### src/hw/rtl/vps_pkg.sv
package vps_pkg;

    typedef enum logic [2:0] {
        REG_DELTA_TIME    = 3'd0,
        REG_DRAG          = 3'd1,
        REG_ACCEL_X       = 3'd2,
        REG_ACCEL_Y       = 3'd3,
        REG_ELASTICITY    = 3'd4,
        REG_CURSOR_SIZE   = 3'd5,
        REG_WINDOW_WIDTH  = 3'd6,
        REG_WINDOW_HEIGHT = 3'd7
    } reg_index_t;

    localparam int CFG_DATA_W = 24;

    localparam logic [15:0]        RST_DELTA_TIME    = 16'd1092;
    localparam logic [15:0]        RST_DRAG          = 16'd655;
    localparam logic signed [23:0] RST_ACCEL_X       = 24'sd0;
    localparam logic signed [23:0] RST_ACCEL_Y       = 24'sd256000;
    localparam logic [18:0]        RST_ELASTICITY    = 19'd640;
    localparam logic [17:0]        RST_CURSOR_SIZE   = 18'd1280;
    localparam logic [11:0]        RST_WINDOW_WIDTH  = 12'd800;
    localparam logic [11:0]        RST_WINDOW_HEIGHT = 12'd600;

    typedef struct packed {
        logic [15:0]        delta_time;
        logic [15:0]        drag;
        logic signed [23:0] accel_x;
        logic signed [23:0] accel_y;
        logic [18:0]        elasticity;
        logic [17:0]        cursor_size;
        logic [11:0]        window_width;
        logic [11:0]        window_height;
    } cfg_t;

    typedef struct packed {
        logic signed [19:0] pos_x;
        logic signed [19:0] pos_y;
        logic signed [19:0] prev_x;
        logic signed [19:0] prev_y;
        logic signed [19:0] init_x;
        logic signed [19:0] init_y;
        logic               pinned;
        logic signed [19:0] mouse_x;
        logic signed [19:0] mouse_y;
        logic signed [19:0] mouse_prev_x;
        logic signed [19:0] mouse_prev_y;
        logic [1:0]         buttons;
    } in_item_t;

    // classified particle handed from front to back; prev already drag-adjusted
    typedef struct packed {
        logic signed [19:0] pos_x;
        logic signed [19:0] pos_y;
        logic signed [19:0] prev_x;
        logic signed [19:0] prev_y;
        logic signed [19:0] init_x;
        logic signed [19:0] init_y;
        logic               pinned;
        logic               selected;
        logic               break_links;
    } mid_item_t;

    typedef struct packed {
        logic signed [19:0] new_pos_x;
        logic signed [19:0] new_pos_y;
        logic signed [19:0] new_prev_x;
        logic signed [19:0] new_prev_y;
        logic               selected;
        logic               break_links;
    } out_item_t;

endpackage

### src/hw/rtl/vps_front.sv
module vps_front (
    input  logic                clk,
    input  logic                rst_n,
    input  logic                in_valid,
    output logic                in_ready,
    input  vps_pkg::in_item_t   in_item,
    input  vps_pkg::cfg_t       cfg,
    output logic                out_valid,
    input  logic                out_ready,
    output vps_pkg::mid_item_t  out_item
);

    import vps_pkg::*;

    logic               s0_valid_reg, s1_valid_reg, s2_valid_reg;
    logic               en0, en1, en2;
    in_item_t           s0_item_reg, s1_item_reg;
    logic signed [20:0] elast_s, dmx, dmy;
    logic signed [20:0] dx_next, dy_next, ddx_next, ddy_next;
    logic signed [20:0] dx_reg, dy_reg, ddx_reg, ddy_reg;
    logic signed [41:0] sqx_reg, sqy_reg;
    logic [35:0]        csq_reg;
    logic signed [19:0] dragx_reg, dragy_reg;
    logic signed [42:0] dist_sq;
    logic               sel;
    mid_item_t          s2_next, s2_item_reg;

    function automatic logic signed [20:0] clamp_elast(
        input logic signed [20:0] d,
        input logic signed [20:0] e
    );
        logic signed [20:0] r;
        if (d > e)
        begin
            r = e;
        end
        else if (d < -e)
        begin
            r = -e;
        end
        else
        begin
            r = d;
        end
        return r;
    endfunction

    function automatic logic signed [19:0] sat_pos(input logic signed [21:0] v);
        logic signed [19:0] r;
        if (v[21] && !(&v[20:19]))
        begin
            r = {1'b1, 19'd0};
        end
        else if (!v[21] && (|v[20:19]))
        begin
            r = {1'b0, {19{1'b1}}};
        end
        else
        begin
            r = v[19:0];
        end
        return r;
    endfunction

    assign en2      = !s2_valid_reg || out_ready;
    assign en1      = !s1_valid_reg || en2;
    assign en0      = !s0_valid_reg || en1;
    assign in_ready = en0;

    assign elast_s  = $signed({2'b00, cfg.elasticity});
    assign dx_next  = 21'(in_item.pos_x) - 21'(in_item.mouse_x);
    assign dy_next  = 21'(in_item.pos_y) - 21'(in_item.mouse_y);
    assign dmx      = 21'(in_item.mouse_x) - 21'(in_item.mouse_prev_x);
    assign dmy      = 21'(in_item.mouse_y) - 21'(in_item.mouse_prev_y);
    assign ddx_next = clamp_elast(dmx, elast_s);
    assign ddy_next = clamp_elast(dmy, elast_s);

    assign dist_sq = 43'(sqx_reg) + 43'(sqy_reg);
    assign sel     = dist_sq < $signed({7'd0, csq_reg});

    always_comb
    begin
        s2_next.pos_x       = s1_item_reg.pos_x;
        s2_next.pos_y       = s1_item_reg.pos_y;
        s2_next.init_x      = s1_item_reg.init_x;
        s2_next.init_y      = s1_item_reg.init_y;
        s2_next.pinned      = s1_item_reg.pinned;
        s2_next.selected    = sel;
        s2_next.break_links = sel && s1_item_reg.buttons[1];
        if (sel && s1_item_reg.buttons[0])
        begin
            s2_next.prev_x = dragx_reg;
            s2_next.prev_y = dragy_reg;
        end
        else
        begin
            s2_next.prev_x = s1_item_reg.prev_x;
            s2_next.prev_y = s1_item_reg.prev_y;
        end
    end

    always_ff @(posedge clk or negedge rst_n)
    begin
        if (!rst_n)
        begin
            s0_valid_reg <= 1'b0;
            s1_valid_reg <= 1'b0;
            s2_valid_reg <= 1'b0;
        end
        else
        begin
            if (en0)
            begin
                s0_valid_reg <= in_valid;
            end
            if (en1)
            begin
                s1_valid_reg <= s0_valid_reg;
            end
            if (en2)
            begin
                s2_valid_reg <= s1_valid_reg;
            end
        end
    end

    always_ff @(posedge clk)
    begin
        if (en0)
        begin
            s0_item_reg <= in_item;
            dx_reg      <= dx_next;
            dy_reg      <= dy_next;
            ddx_reg     <= ddx_next;
            ddy_reg     <= ddy_next;
        end
        if (en1)
        begin
            s1_item_reg <= s0_item_reg;
            sqx_reg     <= dx_reg * dx_reg;
            sqy_reg     <= dy_reg * dy_reg;
            csq_reg     <= cfg.cursor_size * cfg.cursor_size;
            dragx_reg   <= sat_pos(22'(s0_item_reg.pos_x) - 22'(ddx_reg));
            dragy_reg   <= sat_pos(22'(s0_item_reg.pos_y) - 22'(ddy_reg));
        end
        if (en2)
        begin
            s2_item_reg <= s2_next;
        end
    end

    assign out_valid = s2_valid_reg;
    assign out_item  = s2_item_reg;

endmodule

### config.mk
export PLATFORM = sky130hd
export DESIGN_NAME = vps_front
export DESIGN_NICKNAME = d
export VERILOG_FILES = /design/src/hw/rtl/vps_pkg.sv /design/src/hw/rtl/vps_front.sv
export SDC_FILE = /design/constraint.sdc
export NUM_CORES = 2
export LEC_CHECK = 0
export BUFFER_PORTS_ARGS = -buffer_cell sky130_fd_sc_hd__buf_2
export CAP_MARGIN = 20
export CORE_MARGIN = 2
export CORE_UTILIZATION = 57
export DETAILED_ROUTE_END_ITERATION = 12
export PLACE_DENSITY = 0.81
export SLEW_MARGIN = 20
export SYNTH_ARGS = -nofsm -noshare
export SYNTH_HDL_FRONTEND = slang
export SYNTH_SLANG_ARGS = --single-unit
### constraint.sdc
create_clock -name clk -period 9.6 [get_ports clk]
set_input_delay 1.44 -clock clk [delete_from_list [all_inputs] [get_ports clk]]
set_output_delay 1.44 -clock clk [all_outputs]
set_load 0.03 [all_outputs]
==> results.sh <==
export IMPL_cp_end_kind="flip-flop"
export IMPL_rsz0062_at_grt="no"
export IMPL_cts_root_buf="clkbuf_16"
export IMPL_drive_gt1_share_pct=8.86
export IMPL_synth_compound_area_share_pct=7.71
export IMPL_clock_sinks=613
export IMPL_core_area_um2=121000
export IMPL_synthMuxAreaShare_pct=1.12
export IMPL_final_common_cell="inv_1"
export IMPL_grt_use_total_pct=26.8
export IMPL_finalClockSkew_ns=0.0550
export IMPL_grt_pass1_wl_um=264000
export IMPL_port_buffers=368
export IMPL_worstMarginPinSlew_ns=1.08
export IMPL_synthSimpleGateAreaFrac_pct=9.14
export IMPL_synth_edff_count=610
export IMPL_path_class="flip-flop to flip-flop"
export IMPL_clk_pin_slew_worst_paths_ns=0.06
export IMPL_fillers=9474
export IMPL_max_stage_delay_ns=0.88
export IMPL_async_reset_ff_share_pct=0.489
export IMPL_worst_slack_ns=1.47
export IMPL_antenna_found_initial=23
export IMPL_syn_inst=6624
export IMPL_ys_seq_area_share_pct=26.5
export IMPL_post_drt_via_cell_ratio=5.47
export IMPL_ys_types=93
export IMPL_post_cts_repair_setup_buffers=0
export IMPL_cp_arrival_ns=8.54
export IMPL_max_freq_mhz=123
export IMPL_area_growth_pct=8.76
export IMPL_die_w_um=353
export IMPL_drtIter0Drc=3490
export IMPL_yosysWarningCount=0
export IMPL_ant_nets=0
export IMPL_clockBufferDepth=3
export IMPL_synth_top_family_by_area="adder cells"
export IMPL_status="completed"
export IMPL_final_instance_count_excl_fill=8661
export IMPL_synth_top_area_share_pct=30.3
export IMPL_ys_ff_latch=613
export IMPL_drt_pass1_iterations=6
export IMPL_start_util_pct=57.2
export IMPL_synth_largest_area_cell="fa_1"
export IMPL_clock_latency_ns=0.69
export IMPL_cts_hold_buf=0
export IMPL_layout_common_cells="1665 x inv_1, 1050 x fa_1, 648 x ha_1"
export IMPL_cts_tree="built"
export IMPL_nets=9015
export IMPL_layout_min_cycle_time_ns=8.13
export IMPL_synth_area_top_cells="fa_1 30%, edfxtp_1 26%, ha_1 12%, inv_1 9.0%, xnor2_1 2.7%"
export IMPL_synth_xor_area_share_pct=3.73
export IMPL_syn_avg_cell_area_um2=10.5
export IMPL_via_count=47400
export IMPL_critical_path_max_fanout=12
export IMPL_wire_per_inst_um=18.9
export IMPL_synth_area_um2=69500
export IMPL_grt_pass1_vias=51200
export IMPL_gp_congestion=0.936
export IMPL_synthAdderAreaFrac_pct=41.9
export IMPL_slew_viol_final=0
export IMPL_detailed_place_hpwl_um=131000
export IMPL_io_pins=473
export IMPL_slew_headroom_pct=28.3
export IMPL_numCtsBuffers=70
export IMPL_holdWs_ns=0.405
export IMPL_cp_required_ns=10.01
export IMPL_dieArea_um2=125000
export IMPL_wl_um=164000
export IMPL_route_detailed_drc=0
export IMPL_post_cts_resized=0
export IMPL_period_share_pct=84.7
export IMPL_dp_slack_ns=1.44
export IMPL_worstSetupStartpointType="flip-flop"
export IMPL_hold_path_class="flip-flop to flip-flop"
export IMPL_syn_nets=8670
export IMPL_crit_path_top_delay_cell="edfxtp_1"
export IMPL_synth_ff_type="edfxtp_1"
export IMPL_finalSetupViolations=0
export IMPL_htree_levels=3
export IMPL_grt_ovfl_total=0
export IMPL_row_count=128
export IMPL_die_h_um=353
export IMPL_maxCapViolations=0
export IMPL_hold_violations=0
export IMPL_place_inst=8522
export IMPL_grt_max_degree=144
==> critical path, delay by kind of cell, from the launching register on <==
family	cells	cell delay, ns
adders and majority gates	8	3.83
AOI/OAI and AO/OA	6	1.78
DFF	1	0.88
buffers and inverters	8	0.68
and+or+nand+nor	4	0.55
xor gates and xnor gates	1	0.13
==> cells by family (layout without fill, tap and decap cells) <==
| logic type | Yosys count | after routing |
|---|---|---|
| XOR/XNOR | 296 | 296 |
| AO/OA/AOI/OAI | 819 | 819 |
| multiplexers | 57 | 57 |
| other | 0 | 12 |
| adder cells (fa/ha/maj) | 1698 | 1698 |
| AND/OR/NAND/NOR | 1323 | 1323 |
| buffers and inverters | 1818 | 2218 |
| flip-flops | 613 | 613 |
==> routing by layer <==
metal	vias to the layer above	GRT usage [%]	wire length (um)
li1	21700	-	-
met1	23500	33.8	63800
met2	1726	46.3	81500
met3	403	4.53	11500
met4	24	10.4	6810
met5	-	0	154
==> cell type report <==
type,count,area (um^2),area share [%]
Clock inverter,49,522,0.691
Antenna cell,12,30.0,0.0397
Timing Repair Buffer,423,2270,3.00
Inverter,1668,6260,8.29
Sequential cell,613,18400,24.3
Multi-Input combinational cell,4193,44300,58.6
Tap cell,1625,2030,2.69
Clock buffer,78,1780,2.36
==> Yosys cell counts, types with 19 or more instances <==
master and instances:
a21oi_1 236, mux2_4 40, xor2_1 85, edfxtp_1 610
o21bai_1 28, nand2_1 471, nand2b_1 51, xnor2_1 211
nor2b_1 60, o21a_1 59, a31oi_1 19, a21o_1 105
nor2_1 283, inv_1 1665, nand3_1 53, clkbuf_1 130
nor3_1 68, o21ai_0 167, and3_1 33, ha_1 648
a211oi_1 26, fa_1 1050, nand4_1 28, and2_1 199
==> path summary, 6_finish.rpt <==
check,startpoint,end,slack [ns],cells past startpoint
setup / recovery,dx_reg[3],sqx_reg[41],1.47,27
hold / removal,s0_item_reg[92],s1_item_reg[92],0.41,0
setup reg to reg,dx_reg[3],sqx_reg[41],1.47,27
hold reg to reg,s0_item_reg[92],s1_item_reg[92],0.41,0
max in group asynchronous,rst_n,s0_valid_reg,8.94,1
min in group asynchronous,rst_n,out_valid,0.55,1
==> metrics by stage <==
step | TNS, ns | utilization, % | instance area, um^2
finish | 0 | 62.2 | 75600
global route | 0 | 62.2 | 75500
CTS | 0 | 62.2 | 75500
detailed placement | 0 | 60.3 | 73200
global placement | 0 | 60.3 | 73200
floorplan | -322.32 | - | 69500
Power is not shown: default switching activity piles up to over one toggle a cycle in this logic, so the estimate is an artifact.
