<file path="config.mk">
export PLATFORM = sky130hd
export DESIGN_NAME = vps_queue
export DESIGN_NICKNAME = d
export VERILOG_FILES = /design/src/hw/rtl/vps_queue.sv
export SDC_FILE = /design/constraint.sdc
export NUM_CORES = 1
export LEC_CHECK = 0
export BUFFER_PORTS_ARGS = -buffer_cell sky130_fd_sc_hd__buf_4
export CAP_MARGIN = 20
export CORE_AREA = 2 2 39 41
export DETAILED_ROUTE_END_ITERATION = 7
export DIE_AREA = 0 0 41 43
export GPL_ROUTABILITY_DRIVEN = 0
export GPL_TIMING_DRIVEN = 0
export PLACE_DENSITY_LB_ADDON = 0.08
export RECOVER_POWER = 50
export SYNTH_ARGS = -nofsm -noshare
export SYNTH_HDL_FRONTEND = slang
export SYNTH_SLANG_ARGS = --single-unit
</file>
<file path="constraint.sdc">
create_clock -name clk -period 1.9 [get_ports clk]
set_input_delay 0.19 -clock clk [delete_from_list [all_inputs] [get_ports clk]]
set_output_delay 0.19 -clock clk [all_outputs]
set_load 0.05 [all_outputs]
</file>
<file path="src/hw/rtl/vps_queue.sv">
module vps_queue #(
    parameter int  DEPTH = 4,
    parameter type T     = logic
) (
    input  logic clk,
    input  logic rst_n,
    input  logic wr_valid,
    output logic wr_ready,
    input  T     wr_item,
    output logic rd_valid,
    input  logic rd_ready,
    output T     rd_item
);

    localparam int PW = (DEPTH > 1) ? $clog2(DEPTH) : 1;
    localparam int CW = $clog2(DEPTH + 1);
    localparam logic [PW-1:0] LAST = PW'(DEPTH - 1);
    localparam logic [CW-1:0] FULL_CNT = CW'(DEPTH);

    T              mem_reg [DEPTH];
    logic [PW-1:0] wr_ptr_reg, rd_ptr_reg;
    logic [CW-1:0] count_reg;
    logic          do_wr, do_rd;

    assign wr_ready = (count_reg != FULL_CNT);
    assign rd_valid = (count_reg != '0);
    assign do_wr    = wr_valid && wr_ready;
    assign do_rd    = rd_ready && rd_valid;
    assign rd_item  = mem_reg[rd_ptr_reg];

    always_ff @(posedge clk or negedge rst_n)
    begin
        if (!rst_n)
        begin
            wr_ptr_reg <= '0;
            rd_ptr_reg <= '0;
            count_reg  <= '0;
        end
        else
        begin
            if (do_wr)
            begin
                wr_ptr_reg <= (wr_ptr_reg == LAST) ? '0 : wr_ptr_reg + 1'b1;
            end
            if (do_rd)
            begin
                rd_ptr_reg <= (rd_ptr_reg == LAST) ? '0 : rd_ptr_reg + 1'b1;
            end
            if (do_wr && !do_rd)
            begin
                count_reg <= count_reg + 1'b1;
            end
            else if (do_rd && !do_wr)
            begin
                count_reg <= count_reg - 1'b1;
            end
        end
    end

    always_ff @(posedge clk)
    begin
        if (do_wr)
        begin
            mem_reg[wr_ptr_reg] <= wr_item;
        end
    end

endmodule

</file>
==> impl_metrics.ini, run 1 <==
[finish]
fin_util = 0.5651
fin_nets = 76
fin_area_um2 = 782.0
drive_gt1_frac = 0.4921
insertedDiodeCount = 0
area_delta_synth_final_pct = 32.14
largest_reg_flops = 4

[worst_setup_path]
crit_required_ns = 2.08
start_kind = register
crit_path_max_fanout = 3
r2r_slack_ns = 0.04
end_kind = register
worst_ep_arrival_time_ns = 2.05
criticalPathCategory = register to register

[floorplanning]
rows = 14
die_h_um = 43
start_util = 0.4277
dieArea_um2 = 1763
fp.coreArea_um2 = 1384
die_w_um = 41
pin_count = 8

[pwr]
finalPower_mw = 1.331
intPower_uw = 839.0
sw_frac_of_total = 0.3698
p_switching_uw = 492.3
p_per_area_nw_per_um2 = 1702
p_leak_nw = 0.3544
ir_worst_vdd_mv = 0.7798
power.share.sequential = 0.325
combPwrFrac = 0.562
clockPowerShare = 0.113

[routing]
drt-wirelength-per-cell_um = 11.53
finalWirelength_um = 911
drc = 0
antenna_left = 0
routed_via_density = 4.544
dr.pass1.iters = 2
drtIter0Drc = 3
num_vias = 359

[timing]
layout_min_cycle_time_ns = 1.863
max_freq_mhz = 536.9
worstMarginPinSlew_ns = 0.4054
maxSlewHeadroom = 0.7298
setup_ws_ns = 0.03741
fin_skew_ns = 0.001460
rsz0062_at_grt = true
drv_slew = 0
hold_viol = 0
report.final.setup_viol = 0
timing.final.crit_share = 0.9803

[synth]
synth_warnings = 0
syn-cell-area_um2 = 591.8
synth_cell_types = 16
ys_seq_area_frac = 0.4989
avgSynthCellArea_um2 = 14.09
syn_inst = 42
synth_seq_cells = 11
syn_nets = 54

[global_route]
grt.overflow.total = 0
grt_start_max_net_pins = 8
antenna_found_initial = 0
grt_first_pass_wirelength_mm = 1.614
grt_pass1_vias = 378
grt_usage = 0.1415

[clock_tree]
cts_buffer_depth = 2
htree_num_levels = 1
clock_sinks = 11
cts_tree = done
cts_root_buffer = clkbuf_4
numCtsBuffers = 3
clk_latency_ns = 0.26
clkTransAtPathRegs_ns = 0.06

[placed_design]
preCtsSetupSlack_ns = -0.03155
place_area_um2 = 683.2
dp_hpwl_um = 659
port_buffers = 7

[status]
status = finished clean

[run]
cap_violations = 0

[min_path]
worstHoldPathType = input port to register
[kinds of logic (layout without fill, tap and decap cells)]
logic type / count (synthesis) / after routing / share of synthesized area
AOI/OAI and AO/OA: 1 / 1 / 0.01903
xor gates and xnor gates: 3 / 3 / 0.04441
adders and majority gates: 7 / 7 / 0.1607
DFF: 11 / 11 / 0.4990
muxes: 6 / 6 / 0.1459
and+or+nand+nor: 11 / 11 / 0.1120
buffers and inverters: 3 / 24 / 0.01903
[per-stage QoR]
| step | hold WS, ns | cells | setup TNS [ns] |
|---|---|---|---|
| finish | 0.2060 | 79 | 0 |
| global route | 0.2245 | 79 | -0.02393 |
| CTS | 0.1298 | 76 | 0 |
| detailed placement | 0.01196 | 65 | -0.04177 |
| global placement | 0.007363 | 65 | 0 |
| floorplan | -0.1056 | 42 | -0.1284 |
[cells in the mapped netlist (all sizes together)]
library cell  count  share of area
xnor2             1          0.015
xor2              2          0.030
inv               3          0.019
fa                1          0.034
ha                6           0.13
nor2              4          0.025
mux2              5           0.11
nand2             2          0.025
and2              4          0.042
or3               1          0.019
edfxtp            4           0.20
mux4              1          0.038
a21boi            1          0.019
dfrtp             7           0.30
[power groups by stage]
stage	clock, mW	sequential (mW)	combinational, mW
detailed placement	0	0.455	0.612
global route	0.169	0.447	0.828
floorplan	0	0.433	0.497
finish	0.150	0.433	0.749
CTS	0.158	0.436	0.710
global placement	0	0.446	0.579
[metal layers]
layer / GRT usage / part of all wire / up-vias
met2: 0.2344 / 0.54 / 4
met4: 0.04000 / 0 / 0
li1: - / - / 184
met5: 0 / 0 / -
met3: 0.06283 / 0.034 / 0
met1: 0.1552 / 0.42 / 171
[what timing repair did]
| item | in CTS | in global routing |
|---|---|---|
| setup endpoints to repair | 2 | 2 |
| buffers inserted | 6 | 3 |
| endpoints found under the hold margin | 7 | 0 |
| resized for setup | 1 | 1 |
| hold buffers | 1 | 0 |
| pin swaps | 2 | 4 |
[critical path: stages (launching register included)]
cell and delay [ns]:
dfrtp_2 0.43, or3_4 0.39, nand2_4 0.08, ha_4 0.13, inv_2 0.04, fa_2 0.32
xor2_1 0.14, nor2_1 0.11, xor2_1 0.15
[layout by cell type, fill, tap and decap left out, drive strengths merged]
master and count:
inv 3, mux2 5, and2 4, xor2 2, xnor2 1, edfxtp 4, fa 1, a21boi 1
nor2 4, or3 1, clkbuf 6, mux4 1, dlygate4sd3 1, ha 6, nand2 2, dfrtp 7
buf 14
[worst paths after layout]
check,start,end,cells after the start
worst max-delay path,count_reg[1]$_DFFE_PN0P_,count_reg[2]$_DFFE_PN0P_,8
worst min-delay path,wr_item,mem_reg[2]$_DFFE_PP_,1
worst max register to register,count_reg[1]$_DFFE_PN0P_,count_reg[2]$_DFFE_PN0P_,8
worst min register to register,rd_ptr_reg[1]$_DFFE_PN0P_,rd_ptr_reg[1]$_DFFE_PN0P_,1
max in group asynchronous,rst_n,count_reg[1]$_DFFE_PN0P_,2
min in group asynchronous,rst_n,count_reg[2]$_DFFE_PN0P_,2
[cell type report]
cell class                      count  area, um^2
Tap cell                           16       20.02
Clock buffer                        4       26.28
Inverter                            3       11.26
Sequential cell                    11       297.8
Fill cell                         112       601.8
Multi-Input combinational cell     28       304.0
Timing Repair Buffer               17       122.6
No activity file was read; power rests on OpenSTA's default activity.
==> run 2: changes to the inputs <==
Settings changed: ABC_AREA from default to 1, CORE_AREA 2 2 39 41 to default, CORE_UTILIZATION from default to 40, DIE_AREA 0 0 41 43 to default.
==> run 2 against run 1 <==
Effect of this change: global-route usage down 0.34 points; maximum frequency up 6.8%; sequential power about the same; clock skew up 0.0052 ns; register-to-register slack better by 0.12 ns; final area down 0.64%; flip-flop and latch count unchanged; synthesized cell count up 67%; cell count up 29%; critical endpoint unchanged; largest power group unchanged; highest routed layer is now met4.
==> impl_metrics.ini, run 2 <==
[global_route]
grt_pass1_vias = 416
grt.overflow.total = 0
antenna_found_initial = 0
grt_start_max_net_pins = 8
grt_usage = 0.1382
grt_first_pass_wirelength_mm = 1.704

[timing]
rsz0062_at_grt = false
layout_min_cycle_time_ns = 1.744
worstMarginPinSlew_ns = 0.4322
hold_viol = 0
timing.hold.ws_ns = 0.1663
fin_tns_setup_ns = 0
maxSlewHeadroom = 0.7119
max_freq_mhz = 573.4
timing.final.crit_share = 0.9179
report.final.setup_viol = 0
fin_skew_ns = 0.006708
drv_slew = 0

[run]
cap_violations = 0

[worst_setup_path]
crit_required_ns = 2.07
r2r-end = count_reg[2]$_DFFE_PN0P_
crit_path_max_fanout = 3
end_kind = register
r2r-start = count_reg[0]$_DFFE_PN0P_
worst_ep_arrival_time_ns = 1.91
cp-startpoint = count_reg[0]$_DFFE_PN0P_
r2r_cells = 10
r2r_slack_ns = 0.16
start_kind = register
criticalPathCategory = register to register

[routing]
drc = 0
routed_via_density = 4.569
antenna_left = 0
drtIter0Drc = 2
dr.pass1.iters = 4
drt-wirelength-per-cell_um = 9.588
num_vias = 466
finalWirelength_um = 978

[finish]
most-common-layout-cells = 16 x nand2_1, 13 x inv_1, 10 x buf_4
insertedDiodeCount = 0
final_common_cell = nand2_1
fin_nets = 100
largest_reg_flops = 4
layout.cells.non_filler = 102
final.fill_count = 116
area_delta_synth_final_pct = 23.21
drive_gt1_frac = 0.2299

[synth]
synth_seq_cells = 11
syn_inst = 70
yosys.area_share.adder = 0.1508
synthSimpleGateAreaFrac = 0.2500
ys_top_cells_by_count = 16 x nand2_1, 13 x inv_1, 7 x dfrtp_1
synth_xor_area_frac = 0.01389
yosys-top-cells-area = dfrtp_1 28%, edfxtp_1 19%, ha_1 12%, nand2_1 9.5%, inv_1 7.7%
synth_edf_count = 4
muxShareOfSynthArea = 0
synth_top_family_by_area = simple AND/OR/NAND/NOR gates
synth_compound_area_frac = 0.02778
yosys.cell_count.top_type = nand2_1
syn-cell-area_um2 = 630.6
yosysTopAreaCell = dfrtp_1
postSynth.asyncResetShare = 0.6364
synth_warnings = 0
avgSynthCellArea_um2 = 9.009
dominantRegCellSynth = dfrtp_1
netlist.area_leader.share = 0.2778
syn_nets = 82
synth_cell_types = 18
ys_seq_area_frac = 0.4683

[min_path]
min_to = rd_ptr_reg[0]$_DFFE_PN0P_
worstHoldPathType = input port to register
hold_depth = 3
hp-start = rd_ready

[placed_design]
port_buffers = 7
place_inst = 92
dp_hpwl_um = 713.5

[clock_tree]
numCtsBuffers = 3
htree_num_levels = 1
clk_latency_ns = 0.27
cts_root_buffer = clkbuf_4
clock_sinks = 11
cts_tree = done
cts_buffer_depth = 2
clkTransAtPathRegs_ns = 0.07

[floorplanning]
rows = 13
start_util = 0.4561
pin_count = 8
fp.coreArea_um2 = 1383
die_h_um = 41.71
dieArea_um2 = 1739
die_w_um = 41.71

[pwr]
p_leak_nw = 0.3982
p_per_area_nw_per_um2 = 1680
ir_worst_vdd_mv = 0.9481

[status]
status = finished clean
==> run 2: cell type report <==
class | count | area (um^2) | area share
Tap cell | 15 | 18.77 | 0.02415
Inverter | 15 | 56.30 | 0.07246
Timing Repair Buffer | 13 | 92.59 | 0.1192
Sequential cell | 11 | 296.5 | 0.3816
Multi-Input combinational cell | 44 | 286.5 | 0.3688
Clock buffer | 4 | 26.28 | 0.03382
==> run 2: through the flow <==
step / power (mW) / util / area [um^2] / setup WS (ns)
global placement: 1.064 / 0.5131 / 709.4 / 0.1456
detailed placement: 1.073 / 0.5131 / 709.4 / 0.1340
CTS: 1.245 / 0.5394 / 745.7 / 0.1091
finish: 1.306 / 0.5620 / 777.0 / 0.1561
floorplan: 0.9296 / - / 638.1 / -0.01136
global route: 1.441 / 0.5620 / 777.0 / 0.01879
==> run 2: worst max-delay path, stage by stage, from the launching register on <==
cell,delay [ns]
dfrtp_2,0.43
inv_2,0.09
nand3_2,0.11
nand2_2,0.11
ha_1,0.17
inv_1,0.07
fa_1,0.38
nand2_1,0.10
nand3_1,0.08
nand2_1,0.06
nand2_1,0.05
==> run 2: worst max path at each step <==
stage | cells past startpoint | endpoint | slack, ns
2_1_floorplan | 10 | count_reg[2]$_DFFE_PN0P_ | -0.01
3_3_place_gp | 10 | count_reg[2]$_DFFE_PN0P_ | 0.15
3_5_place_dp | 10 | count_reg[2]$_DFFE_PN0P_ | 0.13
4_1_cts | 10 | count_reg[2]$_DFFE_PN0P_ | 0.11
5_1_grt | 10 | count_reg[2]$_DFFE_PN0P_ | 0.02
6_report | 10 | count_reg[2]$_DFFE_PN0P_ | 0.16
==> run 2: cells by family (layout without fill, tap and decap cells) <==
logic type,count (synthesis),after routing
simple gates,33,33
fa+ha+maj,7,7
flops,11,11
xor+xnor,1,1
compound gates,3,3
buf+inv,15,32
==> run 2: repair_timing <==
action / 4_1_cts / 5_1_grt
buffers inserted: 0 / 5
setup endpoints to repair: 0 / 1
hold buffers: 1 / 0
hold endpoints to repair: 7 / 0
resized for setup: 0 / 1
==> run 2: where the power goes <==
group	switching, mW	internal, mW
Combinational	0.416	0.292
Clock	0.0810	0.0813
Sequential	0.0895	0.345
==> run 2: layer usage <==
metal | share of wire | vias to the layer above | GRT usage
li1 | - | 254 | -
met1 | 0.51 | 198 | 0.1760
met2 | 0.42 | 9 | 0.1906
met3 | 0.029 | 5 | 0.02609
met4 | 0.045 | 0 | 0.1355
met5 | 0 | - | 0
